==> src/rtl/core/sfc_pkg.sv <==
package sfc_pkg;

  localparam int SAMPLE_W = 24;
  localparam int ENV_W    = 24;
  localparam int COEF_W   = 25;
  localparam int CFG_W    = 25;
  localparam int CFG_IDX_W = 3;

  localparam logic [24:0] Q24_ONE    = 25'd16777216;
  localparam logic [16:0] Q16_ONE    = 17'd65536;
  localparam logic [23:0] FAST_LEVEL = 24'd52428;
  localparam logic [23:0] OUT_LIMIT  = 24'd5242880;
  localparam logic [23:0] CLIP_LEVEL = 24'd5190452;

  typedef enum logic [CFG_IDX_W-1:0] {
    REG_THRESHOLD = 3'd0,
    REG_LIMITER   = 3'd1,
    REG_MAKEUP    = 3'd2,
    REG_WET       = 3'd3,
    REG_ATTACK    = 3'd4,
    REG_REL_FAST  = 3'd5,
    REG_REL_SLOW  = 3'd6,
    REG_BYPASS    = 3'd7
  } reg_idx_t;

  // divider handshake
  typedef struct packed {
    logic        start;
    logic [43:0] num;
    logic [27:0] den;
  } div_req_t;

  typedef struct packed {
    logic        done;
    logic [24:0] quo;
  } div_rsp_t;

endpackage

==> src/rtl/core/sfc_div.sv <==
// Restoring divider, one quotient bit per cycle.
module sfc_div (
  input  logic              clk,
  input  logic              rst_n,
  input  sfc_pkg::div_req_t req,
  output sfc_pkg::div_rsp_t rsp
);

  logic [43:0] num_r, num_nxt;
  logic [27:0] den_r, den_nxt;
  logic [28:0] rem_r, rem_nxt;
  logic [43:0] quo_r, quo_nxt;
  logic [5:0]  cnt_r, cnt_nxt;
  logic        busy_r, busy_nxt;
  logic        done_r, done_nxt;
  logic [29:0] trial;
  logic [28:0] shifted;

  always_comb begin
    num_nxt  = num_r;
    den_nxt  = den_r;
    rem_nxt  = rem_r;
    quo_nxt  = quo_r;
    cnt_nxt  = cnt_r;
    busy_nxt = busy_r;
    done_nxt = 1'b0;
    shifted  = {rem_r[27:0], num_r[43]};
    trial    = {1'b0, shifted} - {2'b00, den_r};
    if (req.start) begin
      num_nxt  = req.num;
      den_nxt  = req.den;
      rem_nxt  = '0;
      quo_nxt  = '0;
      cnt_nxt  = 6'd44;
      busy_nxt = 1'b1;
    end else if (busy_r) begin
      num_nxt = {num_r[42:0], 1'b0};
      if (!trial[29]) begin
        rem_nxt = trial[28:0];
        quo_nxt = {quo_r[42:0], 1'b1};
      end else begin
        rem_nxt = shifted;
        quo_nxt = {quo_r[42:0], 1'b0};
      end
      cnt_nxt = cnt_r - 6'd1;
      if (cnt_r == 6'd1) begin
        busy_nxt = 1'b0;
        done_nxt = 1'b1;
      end
    end
  end

  always_ff @(posedge clk) begin
    num_r <= num_nxt;
    den_r <= den_nxt;
    rem_r <= rem_nxt;
    quo_r <= quo_nxt;
    if (!rst_n) begin
      cnt_r  <= '0;
      busy_r <= 1'b0;
      done_r <= 1'b0;
    end else begin
      cnt_r  <= cnt_nxt;
      busy_r <= busy_nxt;
      done_r <= done_nxt;
    end
  end

  assign rsp.done = done_r;
  assign rsp.quo  = quo_r[24:0];

endmodule

==> src/rtl/core/stereo_feedforward_compressor.sv <==
// Path from input accept to out_tvalid: ENV_MUL1, ENV_MUL2, ENV_DONE, the serial gain divider
// (only when the envelope is above the threshold), G, K, OUT_L, OUT_R, EMIT; bypass goes to EMIT.
// One word at a time; in_tready is high only in idle, so no word is taken until the last has left EMIT.
// Throughput is set by the one-bit-per-cycle gain divider, the shared multiplier and out_tready.
// A finished word sits in the output register while the next one is accepted.
// Reset (synchronous, rst_n low) loads the register defaults; all envelopes then read as zero.
module stereo_feedforward_compressor #(
  parameter int CHANNELS = 16
) (
  input  logic        clk,
  input  logic        rst_n,
  input  logic        in_tvalid,
  output logic        in_tready,
  input  logic [55:0] in_tdata,   // channel[3:0], left_sample[27:4], right_sample[51:28]
  input  logic        in_tuser,   // right_present
  output logic        out_tvalid,
  input  logic        out_tready,
  output logic [55:0] out_tdata,  // channel_out[3:0], left_out[27:4], right_out[51:28]
  output logic        out_tuser,  // clip
  input  logic        cfg_we,
  input  logic [2:0]  cfg_idx,
  input  logic [24:0] cfg_wdata
);

  // a 4-bit channel reaches at most 16 slots
  localparam int SLOTS  = (CHANNELS < 16) ? CHANNELS : 16;
  localparam int SLOT_W = (SLOTS > 1) ? $clog2(SLOTS) : 1;

  typedef enum logic [3:0] {
    S_IDLE, S_ENV_MUL1, S_ENV_MUL2, S_ENV_DONE, S_DIV_START, S_DIV_WAIT,
    S_G, S_K, S_OUT_L, S_OUT_R, S_EMIT
  } state_t;

  logic [19:0] thr_r;
  logic        lim_r;
  logic [22:0] mk_r;
  logic [16:0] wet_r;
  logic [24:0] att_r, relf_r, rels_r;
  logic        byp_r;

  logic [sfc_pkg::ENV_W-1:0] env_mem [SLOTS];
  logic [SLOTS-1:0] env_vld_r;

  state_t      st_r;
  logic [3:0]  ch_r;
  logic [SLOT_W-1:0] slot_r;
  logic signed [23:0] l_r, r_r;
  logic [23:0] env_r, rect_r, ol_r, or_r;
  logic [24:0] c_r;
  logic        att_sel_r;
  logic [49:0] acc_r;
  logic [24:0] gr_r;
  logic [22:0] g_r;
  logic [39:0] k_r;
  logic        ov_r;
  logic [55:0] odata_r;
  logic        oclip_r, ovalid_r;

  sfc_pkg::div_req_t dreq;
  sfc_pkg::div_rsp_t drsp;

  sfc_div u_div (.clk(clk), .rst_n(rst_n), .req(dreq), .rsp(drsp));

  // shared multiplier operands (up to 40x25)
  logic [39:0] ma;
  logic [24:0] mb;
  logic [64:0] mp;
  assign mp = ma * mb;

  logic [3:0]  in_ch;
  logic signed [23:0] in_l, in_r;
  logic signed [24:0] sum;
  logic [24:0] sum_abs;
  logic [23:0] rect;
  logic [SLOT_W-1:0] in_slot;
  logic [23:0] mag_l, mag_r, cur_mag;
  logic [26:0] over;
  logic [27:0] den;
  logic [33:0] wet_c;
  logic [16:0] wet_eff;
  logic [49:0] env_new_acc;
  logic [23:0] env_new;
  logic [64:0] rnd;
  logic [32:0] p;
  logic [23:0] p_sat;
  logic signed [23:0] signed_out_l, signed_out_r;

  // fold the channel onto the envelope slots; the table is built at elaboration
  function automatic logic [SLOT_W-1:0] slot_of(input logic [3:0] ch);
    logic [SLOT_W-1:0] s;
    s = '0;
    for (int i = 0; i < 16; i++) begin
      if (ch == 4'(i)) s = SLOT_W'(i % CHANNELS);
    end
    return s;
  endfunction

  function automatic logic [24:0] clamp1(input logic [24:0] c);
    return (c > sfc_pkg::Q24_ONE) ? sfc_pkg::Q24_ONE : c;
  endfunction

  assign in_ch   = in_tdata[3:0];
  assign in_l    = in_tdata[27:4];
  assign in_r    = in_tuser ? in_tdata[51:28] : in_tdata[27:4];
  assign in_slot = slot_of(in_ch);
  assign sum     = 25'(l_r) + 25'(r_r);
  assign sum_abs = sum[24] ? -sum : sum;
  assign rect    = sum_abs[24:1];
  assign mag_l   = l_r[23] ? -l_r : l_r;
  assign mag_r   = r_r[23] ? -r_r : r_r;
  assign cur_mag = (st_r == S_OUT_L) ? mag_l : mag_r;
  assign wet_eff = (wet_r > sfc_pkg::Q16_ONE) ? sfc_pkg::Q16_ONE : wet_r;
  assign over    = 27'(env_r) - 27'(thr_r);
  assign den     = 28'd524288 + (lim_r ? (28'(over) * 28'd9) : {over, 1'b0});
  assign wet_c   = 34'(sfc_pkg::Q16_ONE - wet_eff) << 16;

  always_comb begin
    ma = '0;
    mb = '0;
    case (st_r)
      S_ENV_MUL2: begin ma = 40'(env_r); mb = c_r; end
      S_ENV_DONE: begin ma = 40'(rect_r); mb = sfc_pkg::Q24_ONE - c_r; end
      S_G:        begin ma = 40'(gr_r); mb = 25'(mk_r); end
      S_K:        begin ma = 40'(g_r); mb = 25'(wet_eff); end
      S_OUT_L, S_OUT_R: begin ma = k_r; mb = 25'(cur_mag); end
      default:    begin ma = '0; mb = '0; end
    endcase
  end

  assign env_new_acc = acc_r + 50'(mp);
  assign env_new = att_sel_r ? 24'((env_new_acc + 50'(24'hFFFFFF)) >> 24)
                             : env_new_acc[47:24];
  assign rnd   = mp + 65'h80000000;
  assign p     = rnd[64:32];
  assign p_sat = (p > 33'(sfc_pkg::OUT_LIMIT)) ? sfc_pkg::OUT_LIMIT : p[23:0];

  assign signed_out_l = l_r[23] ? -ol_r : ol_r;
  assign signed_out_r = r_r[23] ? -p_sat : p_sat;

  assign dreq.start = (st_r == S_DIV_START);
  assign dreq.num   = 44'h800_0000_0000 + 44'(den >> 1);
  assign dreq.den   = den;

  assign in_tready = (st_r == S_IDLE);
  assign out_tvalid = ovalid_r;
  assign out_tdata  = odata_r;
  assign out_tuser  = oclip_r;

  always_ff @(posedge clk) begin
    if (!rst_n) begin
      thr_r  <= 20'd262144;
      lim_r  <= 1'b0;
      mk_r   <= 23'd207243;
      wet_r  <= 17'd65536;
      att_r  <= 25'd16742276;
      relf_r <= 25'd16771391;
      rels_r <= 25'd16776983;
      byp_r  <= 1'b0;
    end else if (cfg_we) begin
      case (cfg_idx)
        sfc_pkg::REG_THRESHOLD: thr_r  <= cfg_wdata[19:0];
        sfc_pkg::REG_LIMITER:   lim_r  <= cfg_wdata[0];
        sfc_pkg::REG_MAKEUP:    mk_r   <= cfg_wdata[22:0];
        sfc_pkg::REG_WET:       wet_r  <= cfg_wdata[16:0];
        sfc_pkg::REG_ATTACK:    att_r  <= cfg_wdata;
        sfc_pkg::REG_REL_FAST:  relf_r <= cfg_wdata;
        sfc_pkg::REG_REL_SLOW:  rels_r <= cfg_wdata;
        default:                byp_r  <= cfg_wdata[0];
      endcase
    end
  end

  always_ff @(posedge clk) begin
    if (st_r == S_ENV_DONE) env_mem[slot_r] <= env_new;
  end

  always_ff @(posedge clk) begin
    if (!rst_n) begin
      st_r      <= S_IDLE;
      ovalid_r  <= 1'b0;
      env_vld_r <= '0;
    end else begin
      if (st_r == S_EMIT && (!ovalid_r || out_tready)) ovalid_r <= 1'b1;
      else if (out_tready) ovalid_r <= 1'b0;
      case (st_r)
        S_IDLE: begin
          if (in_tvalid && in_tready) begin
            ch_r   <= in_ch;
            slot_r <= in_slot;
            l_r    <= in_l;
            r_r    <= in_r;
            env_r  <= env_vld_r[in_slot] ? env_mem[in_slot] : '0;
            st_r   <= byp_r ? S_EMIT : S_ENV_MUL1;
            ov_r   <= byp_r;
          end
        end
        S_ENV_MUL1: begin
          // choose coefficient from rectified input and stored envelope
          rect_r <= rect;
          if (rect > env_r) begin
            c_r <= clamp1(att_r); att_sel_r <= 1'b1;
          end else if (env_r > sfc_pkg::FAST_LEVEL) begin
            c_r <= clamp1(relf_r); att_sel_r <= 1'b0;
          end else begin
            c_r <= clamp1(rels_r); att_sel_r <= 1'b0;
          end
          st_r <= S_ENV_MUL2;
        end
        S_ENV_MUL2: begin
          acc_r <= 50'(mp);
          st_r  <= S_ENV_DONE;
        end
        S_ENV_DONE: begin
          env_r <= env_new;
          env_vld_r[slot_r] <= 1'b1;
          st_r <= S_DIV_START;
        end
        S_DIV_START: begin
          if (env_r > 24'(thr_r)) begin
            st_r <= S_DIV_WAIT;
          end else begin
            gr_r <= sfc_pkg::Q24_ONE;
            st_r <= S_G;
          end
        end
        S_DIV_WAIT: begin
          if (drsp.done) begin
            gr_r <= drsp.quo;
            st_r <= S_G;
          end
        end
        S_G: begin
          g_r  <= 23'((mp + 65'h800000) >> 24);
          st_r <= S_K;
        end
        S_K: begin
          k_r  <= 40'(mp) + 40'(wet_c);
          st_r <= S_OUT_L;
        end
        S_OUT_L: begin
          ol_r <= p_sat;
          st_r <= S_OUT_R;
        end
        S_OUT_R: begin
          or_r <= p_sat;
          l_r  <= signed_out_l;
          r_r  <= signed_out_r;
          st_r <= S_EMIT;
        end
        S_EMIT: begin
          if (!ovalid_r || out_tready) begin
            odata_r  <= {4'd0, r_r, l_r, ch_r};
            oclip_r  <= !ov_r && ((ol_r >= sfc_pkg::CLIP_LEVEL) ||
                                  (or_r >= sfc_pkg::CLIP_LEVEL));
            st_r     <= S_IDLE;
          end
        end
        default: st_r <= S_IDLE;
      endcase
    end
  end

endmodule
==> config.mk <==
export PLATFORM = sky130hd
export DESIGN_NAME = stereo_feedforward_compressor
export DESIGN_NICKNAME = d
export VERILOG_FILES = /design/src/rtl/core/sfc_pkg.sv /design/src/rtl/core/sfc_div.sv /design/src/rtl/core/stereo_feedforward_compressor.sv
export SDC_FILE = /design/constraint.sdc
export NUM_CORES = 2
export LEC_CHECK = 0
export BUFFER_PORTS_ARGS = -buffer_cell sky130_fd_sc_hd__buf_2
export CAP_MARGIN = 20
export CORE_MARGIN = 2
export CORE_UTILIZATION = 52
export CTS_BUF_LIST = sky130_fd_sc_hd__clkbuf_8
export DETAILED_ROUTE_END_ITERATION = 8
export HOLD_SLACK_MARGIN = 0.02
export PLACE_DENSITY_LB_ADDON = 0.3
export SETUP_SLACK_MARGIN = 0.05
export SLEW_MARGIN = 20
export SYNTH_ARGS = -nofsm -noshare
export SYNTH_HDL_FRONTEND = slang
export SYNTH_HIERARCHICAL = 1
export SYNTH_SLANG_ARGS = --single-unit
==> constraint.sdc <==
create_clock -name clk -period 20.4 [get_ports clk]
set_clock_uncertainty 0.15 [all_clocks]
set_input_delay 2.04 -clock clk [delete_from_list [all_inputs] [get_ports clk]]
set_output_delay 2.04 -clock clk [all_outputs]
set_load 0.005 [all_outputs]
# After elaboration in Yosys (flattened, before gate mapping)
# Memory sizes are Yosys's and may differ from the RTL's.
# Index checks and enable logic that the tools add are counted.
dict set report totals {
  register_bits 659
  latchBits 0
  ramBits 384
  mem_bits_ro 0
  out_inout_bits 59
  elab_cells 217
  n_memories 1
}
# name depth word_bits rd rd_ports_with_merged_regs write_ports line_no
set mem_list {}
lappend mem_list {env_mem 16 24 1 0 1 stereo_feedforward_compressor.sv:41} ;# logic [sfc_pkg::ENV_W-1:0] env_mem [SLOTS];
dict set report classes {
  add_sub_neg 18
  mul 2
  div_mod_pow 0
  n_lt_le_gt_ge 13
  eq_ne 36
  shifts 0
  muxes 68
  n_bitwise 4
  reduce_logical 39
}
# cell n
set ops {}
lappend ops {{two-way mux 24 bit} 12}
lappend ops {{two-way mux 25 bit} 8}
lappend ops {{one-hot mux 40 bit (5 select lines)} 1}
lappend ops {{one-hot mux 24 bit (2 select lines)} 3}
lappend ops {{one-hot mux 25 bit (5 select lines)} 1}
lappend ops {{negator 24 bit} 4}
lappend ops {{two-way mux 44 bit} 2}
lappend ops {{greater-than comparator 25 bit (second input constant)} 3}
lappend ops {{adder 65 x 32 -> 65 bit (second input constant)} 1}
lappend ops {{multiplier 40 x 25 -> 65 bit} 1}
lappend ops {{two-way mux 28 bit} 2}
lappend ops {{two-way mux 4 bit} 14}
lappend ops {{one-hot mux 25 bit (2 select lines)} 1}
lappend ops {{adder 48 x 24 -> 48 bit (second input constant)} 1}
lappend ops {{adder 48 bit} 1}
lappend ops {{greater-or-equal comparator 24 x 23 -> 1 bit (second input constant)} 2}
lappend ops {{adder 47 x 24 -> 47 bit (second input constant)} 1}
lappend ops {{adder 44 x 27 -> 44 bit (first input constant)} 1}
lappend ops {{== test 4 bit (second input constant)} 11}
lappend ops {{one-hot mux 4 bit (11 select lines)} 1}
lappend ops {{adder 40 x 34 -> 40 bit} 1}
lappend ops {{greater-than comparator 33 x 23 -> 1 bit (second input constant)} 1}
lappend ops {{== test 4 x 3 -> 1 bit (second input constant)} 8}
lappend ops {{subtractor 29 x 28 -> 30 bit} 1}
lappend ops {{other kinds (43)} 98}

# Longest topological paths before layout
dict set report depth {
  ltp_word 21
  depth_mapped 56
  mapped_depth_nobuf 48
}

# By module
# The synthesis kept the hierarchy.
# module n_inst cells_per_inst area_each_um2
set modules_own_cells {}
lappend modules_own_cells {stereo_feedforward_compressor 1 8025 79705.2}
lappend modules_own_cells {sfc_div 1 618 6713.9}

# Least setup slack after synthesis
# Ideal clock, no wire load.
dict set report synth_timing {
  path_type {register -> register}
  from {reg c_r[4]}
  to {reg r_r[4], data pin}
  arrival_time_ns 13.010
  required_time_ns 20.076
  slack_ns 7.066
  stages_incl_launch_ff 46
  path_buffers 6
  period_less_slack_ns 13.334
  path_cell_list {edfxtp_1 > or4_1 > or3_1 > or4_1 > or4_1 > or4_1 > or3_1 > o41ai_1 > xor2_1 > o21ai_1 > clkbuf_1 > nand2_1 > fa_1 > fa_1 > inv_1 > fa_1 > fa_1 > fa_1 > (+10 left out) > ha_1 > and4_1 > nand4_1 > or4_1 > buf_2 > o31ai_2 > nand2_1 > o21a_2 > and2_1 > buf_6 > nor3_4 > buf_2 > nand2_1 > ha_1 > nor2_1 > o21ai_0 > o211a_1 > a311oi_1}
}
dict set report synth_via {
  elab_chain_cells 9
}
# item line_no
set synth_rtl {}
lappend synth_rtl {{start, declared} stereo_feedforward_compressor.sv:49} ;# logic [24:0] c_r;
lappend synth_rtl {{start signal, assigned} stereo_feedforward_compressor.sv:201} ;# c_r <= clamp1(att_r); att_sel_r <= 1'b1;
lappend synth_rtl {{start signal, assigned} stereo_feedforward_compressor.sv:203} ;# c_r <= clamp1(relf_r); att_sel_r <= 1'b0;
lappend synth_rtl {{start signal, assigned} stereo_feedforward_compressor.sv:205} ;# c_r <= clamp1(rels_r); att_sel_r <= 1'b0;
lappend synth_rtl {{subtractor 25 bit} stereo_feedforward_compressor.sv:122} ;# S_ENV_DONE: begin ma = 40'(rect_r); mb = sfc_pkg::Q24_ONE - c_r; end
lappend synth_rtl {{one-hot mux 25 bit (5 select lines) *} stereo_feedforward_compressor.sv:120} ;# case (st_r)
lappend synth_rtl {{multiplier 40 x 25 -> 65 bit *} stereo_feedforward_compressor.sv:68} ;# assign mp = ma * mb;
lappend synth_rtl {{via mp[31]} stereo_feedforward_compressor.sv:67} ;# logic [64:0] mp;
lappend synth_rtl {{adder 65 x 32 -> 65 bit *} stereo_feedforward_compressor.sv:133} ;# assign rnd = mp + 65'h80000000;
lappend synth_rtl {{greater-than comparator 33 x 23 -> 1 bit} stereo_feedforward_compressor.sv:135} ;# assign p_sat = (p > 33'(sfc_pkg::OUT_LIMIT)) ? sfc_pkg::OUT_LIMIT : p[23:0];
lappend synth_rtl {{two-way mux 24 bit *} stereo_feedforward_compressor.sv:135}
lappend synth_rtl {{negator 24 bit} stereo_feedforward_compressor.sv:138} ;# assign signed_out_r = r_r[23] ? -p_sat : p_sat;
lappend synth_rtl {{two-way mux 24 bit *} stereo_feedforward_compressor.sv:138}
lappend synth_rtl {{one-hot mux 24 bit (2 select lines) *} stereo_feedforward_compressor.sv:185} ;# case (st_r)
lappend synth_rtl {{end signal, assigned} stereo_feedforward_compressor.sv:191} ;# r_r <= in_r;
lappend synth_rtl {{end signal, assigned} stereo_feedforward_compressor.sv:247} ;# r_r <= signed_out_r;
lappend synth_rtl {{end, declared} stereo_feedforward_compressor.sv:47} ;# logic signed [23:0] l_r, r_r;
# The timed path passes the listed nets; every way through them passes the cells marked *.
# A chain may end at the register's enable or synchronous reset.

# Worst setup path in the final report
dict set report layout_timing {
  from {reg wet_r[2]}
  to {reg r_r[4], data pin}
}
dict set report layout_via {
  elab_chain_cells 10
}
# item line_no
set layout_rtl {}
lappend layout_rtl {{start, declared} stereo_feedforward_compressor.sv:37} ;# logic [16:0] wet_r;
lappend layout_rtl {{start signal, assigned} stereo_feedforward_compressor.sv:164} ;# sfc_pkg::REG_WET: wet_r <= cfg_wdata[16:0];
lappend layout_rtl {{greater-than comparator 17 bit} stereo_feedforward_compressor.sv:112} ;# assign wet_eff = (wet_r > sfc_pkg::Q16_ONE) ? sfc_pkg::Q16_ONE : wet_r;
lappend layout_rtl {{two-way mux 17 bit *} stereo_feedforward_compressor.sv:112}
lappend layout_rtl {{one-hot mux 25 bit (5 select lines) *} stereo_feedforward_compressor.sv:120}
lappend layout_rtl {{multiplier 40 x 25 -> 65 bit *} stereo_feedforward_compressor.sv:68}
lappend layout_rtl {{adder 65 x 32 -> 65 bit *} stereo_feedforward_compressor.sv:133}
lappend layout_rtl {{greater-than comparator 33 x 23 -> 1 bit} stereo_feedforward_compressor.sv:135}
lappend layout_rtl {{two-way mux 24 bit *} stereo_feedforward_compressor.sv:135}
lappend layout_rtl {{negator 24 bit} stereo_feedforward_compressor.sv:138}
lappend layout_rtl {{two-way mux 24 bit *} stereo_feedforward_compressor.sv:138}
lappend layout_rtl {{one-hot mux 24 bit (2 select lines) *} stereo_feedforward_compressor.sv:185}
# Every way passes the cells marked *; elsewhere a longest branch is shown, timed or not.

==> results.sh <==
export IMPL_multi_input_area_um2=51800
export IMPL_hold_path_depth=0
export IMPL_numPortBuffers=140
export IMPL_dr_pass1_iters=9
export IMPL_max_freq_mhz=58.0
export IMPL_p_per_area_nw_per_um2=148
export IMPL_dieArea_um2=169000
export IMPL_max_stage_delay_ns=0.83
export IMPL_fp_dieH_um=412
export IMPL_coreArea_um2=165000
export IMPL_most_common_layout_cells="nand2_1 (1263), inv_1 (1234), fa_1 (877), edfxtp_1 (822), nor2_1 (732)"
export IMPL_cts_buffers=171
export IMPL_drt_iter0_drc=7666
export IMPL_cts_buffer_depth=3
export IMPL_layout_cells_non_filler=11100
export IMPL_cts_tree="yes"
export IMPL_yosysTopAreaCellShare_pct=28.6
export IMPL_clock_sinks=1041
export IMPL_synth_cell_type_count=117
export IMPL_worst_r2r_path_depth=44
export IMPL_dp_cells=10800
export IMPL_synthTopCellsByArea="edfxtp_1 (29%), fa_1 (20%), ha_1 (6.1%)"
export IMPL_ys_warn_count=6
export IMPL_die_w_um=412
export IMPL_critPathMaxFanout=22
export IMPL_layout_area_overhead_vs_synth_pct=8.36
export IMPL_gp_congestion=0.995
export IMPL_cts_repair_resized=0
export IMPL_endpoint_kind="flip-flop"
export IMPL_hold_buffers=0
export IMPL_fillers=14100
export IMPL_cp_arrival_ns=17.77
export IMPL_final_nets=10200
export IMPL_routed_wl_mm=274
export IMPL_syn_inst=8643
export IMPL_clock_latency_ns=0.93
export IMPL_ant_nets=0
export IMPL_cts_clk_slew_worst_paths_ns=0.07
export IMPL_vias=67500
export IMPL_maxCapViolations=0
export IMPL_start_util_pct=52.4
export IMPL_period_needed_ns=17.24
export IMPL_synth_edf_count=822
export IMPL_fin_crit_sh_pct=84.5
export IMPL_worst_setup_path_start_kind="flip-flop"
export IMPL_ys_seq_elements=1041
export IMPL_cts_htree_levels=4
export IMPL_grt_ovfl_total=0
export IMPL_post_place_ws_ns=3.61
export IMPL_hold_viol=0
export IMPL_layout_commonest_cell="nand2_1"
export IMPL_via_per_inst=6.08
export IMPL_dp_hpwl_mm=200
export IMPL_grt_pass1_wl_mm=413
export IMPL_critPathKind="reg2reg"
export IMPL_pin_count=149
export IMPL_drive_gt1_share_pct=9.90
export IMPL_grt_pass1_vias=67000
export IMPL_antenna_found_initial=19
export IMPL_critPathMostFrequentCell="fa_1"
export IMPL_rsz0062_at_grt="no"
export IMPL_seqCellArea_um2=29100
export IMPL_grt_max_degree=125
export IMPL_ff2ff_setup_slack_ns=3.16
export IMPL_setup_viol_count_final=0
export IMPL_synth_area_leader_cell="edfxtp_1"
export IMPL_ir_drop_v=0.000238
export IMPL_grt_use_total_pct=32.5
export IMPL_cts_root_buffer="clkbuf_8"
export IMPL_fin_setup_tns_ns=0
export IMPL_power_leakage_uw=0.0397
export IMPL_slew_viol_final=0
export IMPL_wl_per_cell_um=24.7
export IMPL_syn_area_um2=86400
export IMPL_hold_path_class="reg2reg"
export IMPL_synth_seq_area_share_pct=33.6
export IMPL_setup_ws_ns=3.16
export IMPL_worstPathRequired_ns=20.94
export IMPL_crit_slowest_cell="o21ai_0"
export IMPL_drcViolationCount=0
export IMPL_synthArstFlopShare_pct=0
export IMPL_ys_flop_type="edfxtp_1"
export IMPL_final_util_pct=56.8
export IMPL_tightest_slew_ns=1.23
export IMPL_avgSynthCellArea_um2=10.0
export IMPL_status="completed"
export IMPL_slew_headroom_pct=18.0
export IMPL_postCtsSetupBuffers=0
export IMPL_rows=149
-- kinds of logic after synthesis --
kind of cell	Yosys count	synth area share, %
AOI/OAI and AO/OA	1246	9.59
other	2	0.00869
xor gates and xnor gates	366	3.74
and+or+nand+nor	2840	14.6
muxes	266	4.98
buffers and inverters	1585	7.01
DFF	1041	33.6
adders and majority gates	1297	26.4
-- routing by layer --
layer,vias to the layer above,routed length [µm],GRT usage [%],part of all wire (%)
li1,29300,-,-,-
met5,-,58,0,0.021
met3,852,31900,8.03,12
met2,3891,119000,48.7,44
met1,33400,106000,43.6,39
met4,8,17400,17.6,6.3
-- stage by stage --
step                total power (µW)  area [µm²]  hold WS (ns)
floorplan                       8780       86600         0.250
global placement               11600       90000         0.257
detailed placement             11700       90000         0.267
CTS                            13700       93500         0.267
global route                   14600       93600         0.275
finish                         13900       93600         0.260
-- critical path: cells and delay by family, from the launching register on --
family | cells | cell delay [ns]
buf+inv | 5 | 0.70
simple gates | 21 | 7.68
flops | 1 | 0.38
fa+ha+maj | 10 | 4.58
compound gates | 7 | 3.23
mux | 1 | 0.20
-- sequential cells by signal (all words and copies together), names as in the netlist, 25 cells and up --
name and flops:
u_div/rem_r 28, u_div/den_r 28, acc_r 48, c_r 25, relf_r 25, rels_r 25, u_div/quo_r 25, att_r 25
env_mem 384, u_div/num_r 44, k_r 40, gr_r 25, out_tdata 52
-- cell type report --
| class | instances | area share (%) |
|---|---|---|
| multi-input combinational | 6055 | 55.3 |
| sequential | 1041 | 31.0 |
| inverter | 1174 | 4.71 |
| tap | 2189 | 2.92 |
| clock buffer | 179 | 2.63 |
| timing repair buffer | 326 | 2.26 |
| clock inverter | 132 | 1.08 |
| antenna | 6 | 0.0160 |
-- cell usage after synthesis, types with 38 or more instances --
master / n
a211oi_1: 46
a21o_1: 71
a21oi_1: 325
a31oi_1: 78
and2_1: 75
and3_1: 60
buf_1: 39
clkbuf_1: 330
dfxtp_1: 219
edfxtp_1: 822
fa_1: 877
ha_1: 420
inv_1: 1169
mux2_2: 62
mux2i_1: 79
mux4_2: 125
nand2_1: 1264
nand2b_1: 79
nand3_1: 183
nand4_1: 60
nor2_1: 749
nor2b_1: 51
nor3_1: 103
nor4_1: 51
o211ai_1: 50
o21a_1: 39
o21ai_0: 248
or3_1: 38
xnor2_1: 212
xor2_1: 150
-- path summary, 6_finish.rpt --
| check | endpoint | from |
|---|---|---|
| worst max register to register | r_r[4] | wet_r[2] |
| worst max-delay path | r_r[4] | wet_r[2] |
| worst min register to register | out_tdata[3] | ch_r[3] |
| worst min-delay path | out_tdata[3] | ch_r[3] |
-- report_power, final --
group	total, µW	internal, µW	switching, µW	leakage, µW
combinational	8370	2660	5710	0.0284
clock	1860	962	902	0.00200
sequential	3640	3490	149	0.00926
Power figures use the tool's default switching activity.
